===== src/design/rpub_pkg.sv =====
// ----------------------------------------------------------------------------
// rpub_pkg
// Shared types and constants for the packed raw10 unpack and Bayer crop core.
// ----------------------------------------------------------------------------
package rpub_pkg;

    localparam int DIM_W       = 14;
    localparam int LINE_W      = 16;
    localparam int PIX_W       = 8;
    localparam int PHASE_W     = 3;
    localparam int CFG_IDX_W   = 2;
    localparam int CFG_DATA_W  = 16;

    localparam int GROUP_BYTES = 5;
    localparam int PIXEL_BYTES = 4;
    localparam int MAX_DIM     = 16383;

    typedef enum logic [CFG_IDX_W-1:0] {
        REG_IMAGE_WIDTH  = 2'd0,
        REG_IMAGE_HEIGHT = 2'd1,
        REG_LINE_BYTES   = 2'd2,
        REG_BAYER_ORDER  = 2'd3
    } t_reg_idx;

    typedef enum logic [1:0] {
        BAYER_RGGB = 2'd0,
        BAYER_GRBG = 2'd1,
        BAYER_GBRG = 2'd2,
        BAYER_BGGR = 2'd3
    } t_bayer;

    typedef struct packed {
        logic [DIM_W-1:0]  image_width;
        logic [DIM_W-1:0]  image_height;
        logic [LINE_W-1:0] line_bytes;
        t_bayer            bayer_order;
    } t_cfg;

    typedef struct packed {
        logic             keep;
        logic [PIX_W-1:0] pixel_value;
        logic             end_of_line;
        logic             end_of_frame;
    } t_result;

endpackage


===== src/design/rpub_if.sv =====
// ----------------------------------------------------------------------------
// rpub_if
// Valid/ready channel interfaces for input bytes, output pixels and setup.
// ----------------------------------------------------------------------------
interface rpub_byte_if;
    logic                        valid;
    logic                        ready;
    logic [rpub_pkg::PIX_W-1:0]  raw_byte;

    modport source (output valid, output raw_byte, input ready);
    modport sink   (input valid, input raw_byte, output ready);
endinterface

interface rpub_pix_if;
    logic                        valid;
    logic                        ready;
    logic [rpub_pkg::PIX_W-1:0]  pixel_value;
    logic                        end_of_line;
    logic                        end_of_frame;

    modport source (output valid, output pixel_value, output end_of_line,
                    output end_of_frame, input ready);
    modport sink   (input valid, input pixel_value, input end_of_line,
                    input end_of_frame, output ready);
endinterface

interface rpub_cfg_if;
    logic                             valid;
    logic                             ready;
    logic [rpub_pkg::CFG_IDX_W-1:0]   index;
    logic [rpub_pkg::CFG_DATA_W-1:0]  data;

    modport source (output valid, output index, output data, input ready);
    modport sink   (input valid, input index, input data, output ready);
endinterface


===== src/design/raw10_packed_unpack_bayer_crop_core.sv =====
// ----------------------------------------------------------------------------
// raw10_packed_unpack_bayer_crop_core
// Packed raw10 byte stream to cropped 8-bit GRBG pixel stream.
// ----------------------------------------------------------------------------
// The sensor byte stream enters on i_byte, one packed byte per transfer. In
// each five-byte group the first four bytes are pixel upper bits and the
// fifth is dropped, as are pixels beyond the image width and line padding.
// Rows and columns are cropped by Bayer order so that o_pix carries GRBG
// pixels with end-of-line and end-of-frame marks.
// Setup registers are written on i_cfg, which is always ready; write them
// only while no transfer is in flight.
// One byte is taken per cycle. A kept pixel appears on o_pix in the cycle
// after its byte transfer, from a single output register. While that
// register holds a pixel the receiver has not taken, i_byte is not ready;
// when the receiver takes it in the same cycle, the next byte is accepted.
// Reset clears the position counters and the output valid and restores the
// default setup of 640 by 480 pixels, 800 bytes per line, BGGR order.
// ----------------------------------------------------------------------------
module raw10_packed_unpack_bayer_crop_core (
    input  logic        i_clk,
    input  logic        i_rst_n,
    rpub_cfg_if.sink    i_cfg,
    rpub_byte_if.sink   i_byte,
    rpub_pix_if.source  o_pix
);

    rpub_pkg::t_cfg     w_cfg;
    rpub_pkg::t_result  w_result;
    logic               w_in_ready;
    logic               w_accept;

    assign i_byte.ready = w_in_ready;
    assign w_accept     = i_byte.valid && w_in_ready;

    rpub_cfg_regs u_cfg_regs (
        .i_clk   (i_clk),
        .i_rst_n (i_rst_n),
        .i_cfg   (i_cfg),
        .o_cfg   (w_cfg)
    );

    rpub_tracker u_tracker (
        .i_clk      (i_clk),
        .i_rst_n    (i_rst_n),
        .i_accept   (w_accept),
        .i_raw_byte (i_byte.raw_byte),
        .i_cfg      (w_cfg),
        .o_result   (w_result)
    );

    rpub_out_stage u_out_stage (
        .i_clk      (i_clk),
        .i_rst_n    (i_rst_n),
        .i_accept   (w_accept),
        .i_result   (w_result),
        .o_in_ready (w_in_ready),
        .o_pix      (o_pix)
    );

endmodule


===== src/design/rpub_cfg_regs.sv =====
// ----------------------------------------------------------------------------
// rpub_cfg_regs
// Configuration register bank written through the setup channel.
// ----------------------------------------------------------------------------
module rpub_cfg_regs (
    input  logic            i_clk,
    input  logic            i_rst_n,
    rpub_cfg_if.sink        i_cfg,
    output rpub_pkg::t_cfg  o_cfg
);

    rpub_pkg::t_cfg r_cfg;
    rpub_pkg::t_cfg n_cfg;

    assign i_cfg.ready = 1'b1;
    assign o_cfg       = r_cfg;

    always_comb begin
        n_cfg = r_cfg;
        if (i_cfg.valid) begin
            case (rpub_pkg::t_reg_idx'(i_cfg.index))
                rpub_pkg::REG_IMAGE_WIDTH: begin
                    n_cfg.image_width = i_cfg.data[rpub_pkg::DIM_W-1:0];
                end
                rpub_pkg::REG_IMAGE_HEIGHT: begin
                    n_cfg.image_height = i_cfg.data[rpub_pkg::DIM_W-1:0];
                end
                rpub_pkg::REG_LINE_BYTES: begin
                    n_cfg.line_bytes = i_cfg.data[rpub_pkg::LINE_W-1:0];
                end
                rpub_pkg::REG_BAYER_ORDER: begin
                    n_cfg.bayer_order = rpub_pkg::t_bayer'(i_cfg.data[1:0]);
                end
                default: begin
                    n_cfg = r_cfg;
                end
            endcase
        end
    end

    always_ff @(posedge i_clk) begin
        if (!i_rst_n) begin
            r_cfg.image_width  <= rpub_pkg::DIM_W'(640);
            r_cfg.image_height <= rpub_pkg::DIM_W'(480);
            r_cfg.line_bytes   <= rpub_pkg::LINE_W'(800);
            r_cfg.bayer_order  <= rpub_pkg::BAYER_BGGR;
        end else begin
            r_cfg <= n_cfg;
        end
    end

endmodule


===== src/design/rpub_tracker.sv =====
// ----------------------------------------------------------------------------
// rpub_tracker
// Byte, group, pixel and row position counters with the keep/crop decision.
// ----------------------------------------------------------------------------
module rpub_tracker (
    input  logic                        i_clk,
    input  logic                        i_rst_n,
    input  logic                        i_accept,
    input  logic [rpub_pkg::PIX_W-1:0]  i_raw_byte,
    input  rpub_pkg::t_cfg              i_cfg,
    output rpub_pkg::t_result           o_result
);

    localparam int DW = rpub_pkg::DIM_W;
    localparam int LW = rpub_pkg::LINE_W;
    localparam int PW = rpub_pkg::PHASE_W;

    logic [PW-1:0] r_phase;
    logic [PW-1:0] n_phase;
    logic [LW-1:0] r_byte_pos;
    logic [LW-1:0] n_byte_pos;
    logic [DW-1:0] r_pix_pos;
    logic [DW-1:0] n_pix_pos;
    logic [DW-1:0] r_row_pos;
    logic [DW-1:0] n_row_pos;

    logic          w_crop_cols;
    logic          w_crop_rows;
    logic          w_pixel_byte;
    logic [DW:0]   w_col_end;
    logic [DW:0]   w_row_end;
    logic          w_col_ok;
    logic          w_row_ok;
    logic          w_eol;
    logic          w_last_row;
    logic          w_line_end;
    logic          w_row_wrap;

    assign w_crop_cols = (i_cfg.bayer_order == rpub_pkg::BAYER_RGGB) ||
                         (i_cfg.bayer_order == rpub_pkg::BAYER_GBRG);
    assign w_crop_rows = (i_cfg.bayer_order == rpub_pkg::BAYER_GBRG) ||
                         (i_cfg.bayer_order == rpub_pkg::BAYER_BGGR);

    assign w_pixel_byte = r_phase < PW'(rpub_pkg::PIXEL_BYTES);

    // Position plus one plus the crop margin, compared against the size.
    assign w_col_end  = {1'b0, r_pix_pos} + (DW+1)'(1) + (DW+1)'(w_crop_cols);
    assign w_row_end  = {1'b0, r_row_pos} + (DW+1)'(1) + (DW+1)'(w_crop_rows);
    assign w_col_ok   = (r_pix_pos >= DW'(w_crop_cols)) &&
                        (w_col_end <= {1'b0, i_cfg.image_width});
    assign w_row_ok   = (r_row_pos >= DW'(w_crop_rows)) &&
                        (w_row_end <= {1'b0, i_cfg.image_height});
    assign w_eol      = w_col_end == {1'b0, i_cfg.image_width};
    assign w_last_row = w_row_end == {1'b0, i_cfg.image_height};

    assign w_line_end = ({1'b0, r_byte_pos} + (LW+1)'(1)) >= {1'b0, i_cfg.line_bytes};
    assign w_row_wrap = ({1'b0, r_row_pos} + (DW+1)'(1)) >= {1'b0, i_cfg.image_height};

    always_comb begin
        o_result.keep         = w_pixel_byte && w_col_ok && w_row_ok;
        o_result.pixel_value  = i_raw_byte;
        o_result.end_of_line  = w_eol;
        o_result.end_of_frame = w_eol && w_last_row;
    end

    always_comb begin
        n_phase    = r_phase;
        n_byte_pos = r_byte_pos;
        n_pix_pos  = r_pix_pos;
        n_row_pos  = r_row_pos;
        if (i_accept) begin
            if (w_pixel_byte && (r_pix_pos != DW'(rpub_pkg::MAX_DIM))) begin
                n_pix_pos = r_pix_pos + DW'(1);
            end
            if (r_phase >= PW'(rpub_pkg::GROUP_BYTES - 1)) begin
                n_phase = '0;
            end else begin
                n_phase = r_phase + PW'(1);
            end
            if (w_line_end) begin
                n_byte_pos = '0;
                n_phase    = '0;
                n_pix_pos  = '0;
                n_row_pos  = w_row_wrap ? '0 : r_row_pos + DW'(1);
            end else begin
                n_byte_pos = r_byte_pos + LW'(1);
            end
        end
    end

    always_ff @(posedge i_clk) begin
        if (!i_rst_n) begin
            r_phase    <= '0;
            r_byte_pos <= '0;
            r_pix_pos  <= '0;
            r_row_pos  <= '0;
        end else begin
            r_phase    <= n_phase;
            r_byte_pos <= n_byte_pos;
            r_pix_pos  <= n_pix_pos;
            r_row_pos  <= n_row_pos;
        end
    end

    a_phase_range: assert property (@(posedge i_clk) disable iff (!i_rst_n)
        r_phase <= PW'(rpub_pkg::GROUP_BYTES - 1))
        else $error("group phase out of range");

    a_line_restart: assert property (@(posedge i_clk) disable iff (!i_rst_n)
        i_accept && w_line_end |=> (r_byte_pos == '0) && (r_row_pos <= $past(r_row_pos)
        + DW'(1)))
        else $error("line end did not restart the byte position");

    a_line_start_clean: assert property (@(posedge i_clk) disable iff (!i_rst_n)
        (r_byte_pos == '0) |-> (r_pix_pos == '0) && (r_phase == '0))
        else $error("line start with stale pixel or group position");

endmodule


===== src/design/rpub_out_stage.sv =====
// ----------------------------------------------------------------------------
// rpub_out_stage
// Output register for kept pixels, decoupling the receiver from the input.
// ----------------------------------------------------------------------------
module rpub_out_stage (
    input  logic               i_clk,
    input  logic               i_rst_n,
    input  logic               i_accept,
    input  rpub_pkg::t_result  i_result,
    output logic               o_in_ready,
    rpub_pix_if.source         o_pix
);

    logic                        r_valid;
    logic                        n_valid;
    logic [rpub_pkg::PIX_W-1:0]  r_pixel;
    logic                        r_eol;
    logic                        r_eof;
    logic                        w_load;

    assign o_in_ready = !r_valid || o_pix.ready;
    assign w_load     = i_accept && i_result.keep;

    always_comb begin
        n_valid = r_valid;
        if (w_load) begin
            n_valid = 1'b1;
        end else if (o_pix.ready) begin
            n_valid = 1'b0;
        end
    end

    always_ff @(posedge i_clk) begin
        if (!i_rst_n) begin
            r_valid <= 1'b0;
        end else begin
            r_valid <= n_valid;
        end
    end

    always_ff @(posedge i_clk) begin
        if (w_load) begin
            r_pixel <= i_result.pixel_value;
            r_eol   <= i_result.end_of_line;
            r_eof   <= i_result.end_of_frame;
        end
    end

    assign o_pix.valid        = r_valid;
    assign o_pix.pixel_value  = r_pixel;
    assign o_pix.end_of_line  = r_eol;
    assign o_pix.end_of_frame = r_eof;

endmodule


===== src/flat_wrapper.sv =====
// flat-port wrapper written by rule: the top's interface ports become plain ports
module raw10_packed_unpack_bayer_crop_core_flat 
  (i_clk, i_rst_n, i_cfg_valid, i_cfg_index, i_cfg_data, i_cfg_ready, i_byte_valid, i_byte_raw_byte, i_byte_ready, o_pix_valid, o_pix_pixel_value, o_pix_end_of_line, o_pix_end_of_frame, o_pix_ready);
  rpub_cfg_if i_cfg_i ();
  rpub_byte_if i_byte_i ();
  rpub_pix_if o_pix_i ();
  input  logic i_clk;
  input  logic i_rst_n;
  input wire logic [$bits(i_cfg_i.valid)-1:0] i_cfg_valid;
  input wire logic [$bits(i_cfg_i.index)-1:0] i_cfg_index;
  input wire logic [$bits(i_cfg_i.data)-1:0] i_cfg_data;
  output wire logic [$bits(i_cfg_i.ready)-1:0] i_cfg_ready;
  input wire logic [$bits(i_byte_i.valid)-1:0] i_byte_valid;
  input wire logic [$bits(i_byte_i.raw_byte)-1:0] i_byte_raw_byte;
  output wire logic [$bits(i_byte_i.ready)-1:0] i_byte_ready;
  output wire logic [$bits(o_pix_i.valid)-1:0] o_pix_valid;
  output wire logic [$bits(o_pix_i.pixel_value)-1:0] o_pix_pixel_value;
  output wire logic [$bits(o_pix_i.end_of_line)-1:0] o_pix_end_of_line;
  output wire logic [$bits(o_pix_i.end_of_frame)-1:0] o_pix_end_of_frame;
  input wire logic [$bits(o_pix_i.ready)-1:0] o_pix_ready;
  assign i_cfg_i.valid = i_cfg_valid;
  assign i_cfg_i.index = i_cfg_index;
  assign i_cfg_i.data = i_cfg_data;
  assign i_cfg_ready = i_cfg_i.ready;
  assign i_byte_i.valid = i_byte_valid;
  assign i_byte_i.raw_byte = i_byte_raw_byte;
  assign i_byte_ready = i_byte_i.ready;
  assign o_pix_valid = o_pix_i.valid;
  assign o_pix_pixel_value = o_pix_i.pixel_value;
  assign o_pix_end_of_line = o_pix_i.end_of_line;
  assign o_pix_end_of_frame = o_pix_i.end_of_frame;
  assign o_pix_i.ready = o_pix_ready;
  raw10_packed_unpack_bayer_crop_core u_core (.i_clk(i_clk), .i_rst_n(i_rst_n), .i_cfg(i_cfg_i), .i_byte(i_byte_i), .o_pix(o_pix_i));
endmodule

===== config.mk =====
export PLATFORM = sky130hd
export DESIGN_NAME = raw10_packed_unpack_bayer_crop_core_flat
export DESIGN_NICKNAME = d
export VERILOG_FILES = /design/src/design/rpub_pkg.sv /design/src/design/rpub_if.sv /design/src/design/raw10_packed_unpack_bayer_crop_core.sv /design/src/design/rpub_cfg_regs.sv /design/src/design/rpub_tracker.sv /design/src/design/rpub_out_stage.sv /design/src/flat_wrapper.sv
export SDC_FILE = /design/constraint.sdc
export NUM_CORES = 1
export LEC_CHECK = 0
export ABC_AREA = 1
export BUFFER_PORTS_ARGS = -buffer_cell sky130_fd_sc_hd__buf_2
export CORE_MARGIN = 2
export CORE_UTILIZATION = 55
export DETAILED_ROUTE_END_ITERATION = 10
export GPL_TIMING_DRIVEN = 0
export PLACE_DENSITY = 0.82
export SLEW_MARGIN = 20
export SYNTH_ARGS = -nofsm -noshare
export SYNTH_HDL_FRONTEND = slang
export SYNTH_SLANG_ARGS = --single-unit

===== constraint.sdc =====
create_clock -name i_clk -period 3.2 [get_ports i_clk]
set_input_delay 0 -clock i_clk [delete_from_list [all_inputs] [get_ports i_clk]]
set_output_delay 0 -clock i_clk [all_outputs]
set_load 0.005 [all_outputs]

Yosys cells after proc, flatten, opt, wreduce, memory -nomap -nowiden
Cells that the tools add are included.
- add/sub/neg operators: 9
- order comparisons: 8
- eq/ne operators: 8
- muxes and demuxes: 8
- reductions and logical operators: 22
- operators with widths (kind ; count):
    2-to-1 mux 14 bit ; 3
    adder 14 x 1 -> 15 bit, second input constant ; 2
    adder 15 x 1 -> 15 bit ; 2
    == test 15 x 14 -> 1 bit ; 2
    <= comparator 15 x 14 -> 1 bit ; 2
    adder 14 x 1 -> 14 bit, second input constant ; 2
    greater-or-equal comparator 14 x 1 -> 1 bit ; 2
    adder 16 x 1 -> 17 bit, second input constant ; 1
    greater-or-equal comparator 17 x 16 -> 1 bit ; 1
    adder 16 x 1 -> 16 bit, second input constant ; 1
    2-to-1 mux 16 bit ; 1
    greater-or-equal comparator 15 x 14 -> 1 bit ; 1
    inequality test 14 bit, second input constant ; 1
    AND reduction 2 bit ; 6
    == test 2 bit, second input constant ; 4
    logical AND 1 bit ; 8
    2-to-1 mux 3 bit ; 2
    logical NOT 2 bit ; 2
    nonzero test 2 bit ; 2
    adder 3 x 1 -> 3 bit, second input constant ; 1
    greater-or-equal comparator 3 bit, second input constant ; 1
    logical OR 1 bit ; 3
    less-than comparator 3 bit, second input constant ; 1
    == test 2 x 1 -> 1 bit, second input constant ; 1
    2 further kinds ; 3
- bits in registers: 104
- output and inout port bits: 13
- logic and storage cells: 67

Logic depth before layout (Yosys ltp)
- word-level depth: 9
- mapped depth: 23
- mapped depth without buffers: 22

By module
A second synthesis with hierarchy kept.
- cell total of the unflattened synthesis: 1100
- area, all modules: 7398.3 sq um
- modules (own cells, without submodules) (module ; instances ; cells each ; area an instance (sq um) ; seq. area each (sq um)):
    rpub_tracker ; 1 ; 798 ; 5128.7 ; 940.9
    rpub_cfg_regs ; 1 ; 283 ; 1911.8 ; 920.9
    rpub_out_stage ; 1 ; 17 ; 350.3 ; 320.3
    raw10_packed_unpack_bayer_crop_core ; 1 ; 2 ; 7.5 ; 0.0

Worst setup path before layout
Ideal clock, no wire load.
- path kind: register to register
- start: reg u_core.u_tracker.r_row_pos[0]
- end: reg u_core.u_out_stage.r_eof, in the netlist u_core.u_out_stage.o_pix.end_of_frame (enable)
- setup time: 0.334 ns
- arrival: 2.849 ns
- data required time: 2.866 ns
- slack: 0.017 ns
- cell stages (with the launch flop): 21
- buffers on the path: 0
- clock period less this slack: 3.183 ns
- cells stage by stage: dfxtp_1 ha_1 ha_1 inv_1 nor2_1 nand2_1 nor2_1 nand3_1 nor2_1 nand3_1 xor2_1 inv_1 ha_1 nand2_1 inv_1 nand2_1 nor4_1 nand3_1 nand2_1 nand2_1 inv_1
- word-level cells in the longest chain between the ends: 6
- RTL lines (item ; RTL line ; source):
    from (decl) ; rpub_tracker.sv:24 ; logic [DW-1:0] r_row_pos;
    from (signal assigned) ; rpub_tracker.sv:101 ; r_row_pos <= n_row_pos;
    adder 14 x 1 -> 15 bit ; rpub_tracker.sv:48 ; assign w_row_end = {1'b0, r_row_pos} + (DW+1)'(1) + (DW+1)'(w_crop_rows);
    adder 15 x 1 -> 15 bit ; rpub_tracker.sv:48 ;
    <= comparator 15 x 14 -> 1 bit ; rpub_tracker.sv:52 ; (w_row_end <= {1'b0, i_cfg.image_height});
    logical AND 1 bit (*) ; rpub_tracker.sv:51 ; assign w_row_ok = (r_row_pos >= DW'(w_crop_rows)) &&
    logical AND 1 bit (*) ; rpub_tracker.sv:60 ; o_result.keep = w_pixel_byte && w_col_ok && w_row_ok;
    logical AND 1 bit (*) ; rpub_out_stage.sv:22 ; assign w_load = i_accept && i_result.keep;
    to (signal assigned) ; rpub_out_stage.sv:45 ; r_eof <= i_result.end_of_frame;
    to (decl) ; rpub_out_stage.sv:18 ; logic r_eof;
Mark *: on every way between the ends. The rest lies on a longest branch, timed or not.
A chain may end at the register's enable or synchronous reset.

Worst setup path after layout
- start: reg u_core.u_tracker.r_row_pos[0]
- end: reg u_core.u_out_stage.r_eol, in the netlist u_core.u_out_stage.o_pix.end_of_line (enable)
- word-level cells in the longest chain between the ends: 6
- RTL lines (item ; RTL line ; source):
    adder 14 x 1 -> 15 bit ; rpub_tracker.sv:48 ;
    adder 15 x 1 -> 15 bit ; rpub_tracker.sv:48 ;
    <= comparator 15 x 14 -> 1 bit ; rpub_tracker.sv:52 ;
    logical AND 1 bit (*) ; rpub_tracker.sv:51 ;
    logical AND 1 bit (*) ; rpub_tracker.sv:60 ;
    logical AND 1 bit (*) ; rpub_out_stage.sv:22 ;
    to (signal assigned) ; rpub_out_stage.sv:44 ; r_eol <= i_result.end_of_line;
    to (decl) ; rpub_out_stage.sv:17 ; logic r_eol;
Marks and branches as above.

==> flow_summary.json <==
{
  "final_nets": 1163,
  "cp_top_family": "simple AND/OR/NAND/NOR gates",
  "yosys-top-cells-count": "200 x nand2_1, 137 x inv_1, 94 x dfxtp_1",
  "yosys.area.top_type": "dfxtp_1",
  "initial_core_util": 0.562,
  "setup_violations": 13,
  "yosys.area.top_type_share": 0.279,
  "cts_tree": "done",
  "synth-seq-cells": 104,
  "clk_pin_slew_ns": 0.08,
  "vias_per_cell": 5.79,
  "critPathMaxStageDelay_ns": 0.42,
  "fp-row-count": 40,
  "synth_edf_count": 10,
  "die_h_um": 115,
  "syn-num-nets": 1047,
  "whs_path_depth": 3,
  "crit_chain": "ha_4 > nand2_4 > nor2_4 > nand2_1 > nand2_1 > nand2_2 > nor2_4 > nand2_2 > nor2_4 > buf_4 > inv_1 > nor2_1 > o21a_1 > ha_1 > nand2_1 > nor2_1 > a211oi_2 > nand2_1 > nand2_1 > nand4_1 > nand2_2 > nand2_4 > clkinvlp_4",
  "drt_iter0_drc": 670,
  "rr_worst_depth": 23,
  "drtPass1Iterations": 7,
  "fin_worst_skew_ns": 0.0186,
  "vdd_drop_max_v": 0.000348,
  "async_flop_share": 0,
  "power_mw": 3.11,
  "grt_max_degree": 20,
  "synthCells": 947,
  "fin_hold_ws_ns": 0.0177,
  "worstMarginPinSlew_ns": 0.597,
  "cp_slowest_cell": "dfxtp_4",
  "yosysMostFrequentCell": "nand2_1",
  "clk-insertion-delay-late_ns": 0.37,
  "die-width_um": 115,
  "synth_area_leaders": "dfxtp_1 28%, ha_1 13%, nand2_1 11%, inv_1 7.6%, a21oi_1 6.5%",
  "hold_class": "in -> reg",
  "drv_cap": 0,
  "path_depth": 23,
  "cts_buffers": 9,
  "final_util": 0.709,
  "grt_pass1_wl_um": 30500,
  "ys_types": 40,
  "cpMostUsedCell": "nand2_1",
  "setup_ws_ns": -0.296,
  "drive_gt1_frac": 0.190,
  "synth_area_mm2": 0.00676,
  "numClockSinks": 104,
  "seq_area_frac_synth": 0.323,
  "grt_pass1_vias": 6274,
  "wire_per_inst_um": 17.1,
  "synth-main-ff-cell": "dfxtp_1",
  "cts_max_path_buffers": 2,
  "dieArea_mm2": 0.0132,
  "syn-mean-instance-area_um2": 7.13,
  "yosysWarnings": 0,
  "grt-ovfl-total": 0,
  "path_max_fanout": 5,
  "place.gp.congestion": 0.951,
  "critPathArrivalTime_ns": 3.57,
  "cp.buffers_inverters": 3,
  "hold_viol": 0,
  "port-buffer-count": 42,
  "drv_slew": 0,
  "antenna_left": 0,
  "io_pins": 44,
  "finalCritPeriodShare": 1.09,
  "syn_to_final_growth_pct": 26.1,
  "critPathLaunchType": "flip-flop",
  "status": "finished with violations",
  "required_ns": 3.27,
  "grtUsageTotal": 0.296,
  "antenna_found_initial": 0,
  "leakage_nw": 3.90,
  "drc": 0,
  "power.density_mw_per_mm2": 365,
  "fin_crit_ns": 3.50,
  "hpwl_um": 12800,
  "routed_wl_um": 20800,
  "htreeDepth": 3,
  "coreArea_mm2": 0.0120,
  "failed_checks": "negative setup slack",
  "antenna_cells": 0,
  "max-slew-margin-rel": 0.600,
  "rsz0062_at_grt": "yes",
  "worstSetupPathType": "reg -> reg",
  "end_kind": "flip-flop",
  "root_buffer": "clkbuf_16",
  "fmax_mhz": 286,
  "vias": 7029
}
metal layers:
layer / up-vias / track usage / part of all wire
met5: - / 0 / 0
met4: 0 / 0.123 / 0.045
met3: 99 / 0.0669 / 0.086
met2: 383 / 0.486 / 0.46
met1: 3211 / 0.379 / 0.41
li1: 3336 / - / -
state kept, by name (all words and copies together) (netlist names):
name / flops
u_core.u_cfg_regs.o_cfg: 46
u_core.u_tracker.r_byte_pos: 16
u_core.u_tracker.r_pix_pos: 14
u_core.u_tracker.r_row_pos: 14
u_core.u_out_stage.o_pix.pixel_value: 8
u_core.u_tracker.r_phase: 3
u_core.u_out_stage.o_pix.end_of_frame: 1
u_core.u_out_stage.o_pix.end_of_line: 1
u_core.u_out_stage.o_pix.valid: 1
power breakdown:
| part | switching [mW] | internal [mW] |
|---|---|---|
| sequential | 0.0230 | 1.36 |
| combinational | 0.283 | 0.178 |
| clock | 0.564 | 0.702 |
kinds of logic after synthesis:
family	count (synthesis)	synth area share
compound gates	156	0.125
xor+xnor	49	0.0646
other cells	1	0.000555
buf+inv	172	0.0991
fa+ha+maj	69	0.128
simple gates	396	0.260
flops	104	0.323
placed cells by master (no fill, tap or decap), types with 9 or more instances in the layout:
cell type      count
clkbuf_1          21
nand2_1          185
xor2_1            33
buf_4             40
dfxtp_1           83
nand2_2           13
a21oi_1           83
dlygate4sd3_1     22
buf_2             45
o21ai_0           43
nand4_1           29
clkbuf_16          9
nor2_4            13
ha_1              61
nor2_1            58
edfxtp_1          10
o211ai_1          10
inv_1            131
nand3_1           58
xnor2_1           10
area by class of cell:
| cell class | instances | area [um^2] |
|---|---|---|
| Fill cell | 876 | 3500 |
| Multi-Input combinational cell | 671 | 4340 |
| Sequential cell | 104 | 2210 |
| Timing Repair inverter | 1 | 7.51 |
| Timing Repair Buffer | 105 | 752 |
| Clock buffer | 9 | 225 |
| Tap cell | 147 | 184 |
| Inverter | 141 | 533 |
| Buffer | 30 | 153 |
| Clock inverter | 7 | 111 |
per-stage QoR:
stage,setup slack (ns),cell area (um^2),setup TNS (ns),std cells
3_3_place_gp,-0.776,7150,-10.47,1136
3_5_place_dp,-0.831,7150,-11.07,1136
5_1_grt,-0.427,8520,-6.23,1215
4_1_cts,-0.00345,8070,-0.00439,1196
2_1_floorplan,0.0171,6760,0,947
6_report,-0.296,8520,-3.33,1215
path summary, 6_finish.rpt:
| path | start | to | slack [ns] |
|---|---|---|---|
| min | i_cfg_data[10] | u_core.u_cfg_regs.o_cfg[42]$_SDFFE_PN0P_ | 0.02 |
| max | u_core.u_tracker.r_row_pos[0]$_SDFFE_PN0P_ | u_core.u_out_stage.o_pix.end_of_line$_DFFE_PP_ | -0.30 |
| max reg2reg | u_core.u_tracker.r_row_pos[0]$_SDFFE_PN0P_ | u_core.u_out_stage.o_pix.end_of_line$_DFFE_PP_ | -0.30 |
| min reg2reg | u_core.u_cfg_regs.o_cfg[9]$_SDFFE_PN0P_ | u_core.u_cfg_regs.o_cfg[9]$_SDFFE_PN0P_ | 0.47 |
what timing repair did:
| item | in CTS | in global routing |
|---|---|---|
| buffers inserted | 24 | 16 |
| gates cloned | 1 | 1 |
| endpoints found under the hold margin | 35 | 2 |
| resized for setup | 52 | 64 |
| pin swaps | 31 | 37 |
| hold buffers | 20 | 2 |
| endpoints found under the setup margin | 37 | 57 |
tightest hold or removal path, cell delays in order:
cell     delay (ns)
buf_2          0.15
o21ai_0        0.10
a21oi_1        0.11
No activity file was read; power rests on OpenSTA's default activity.
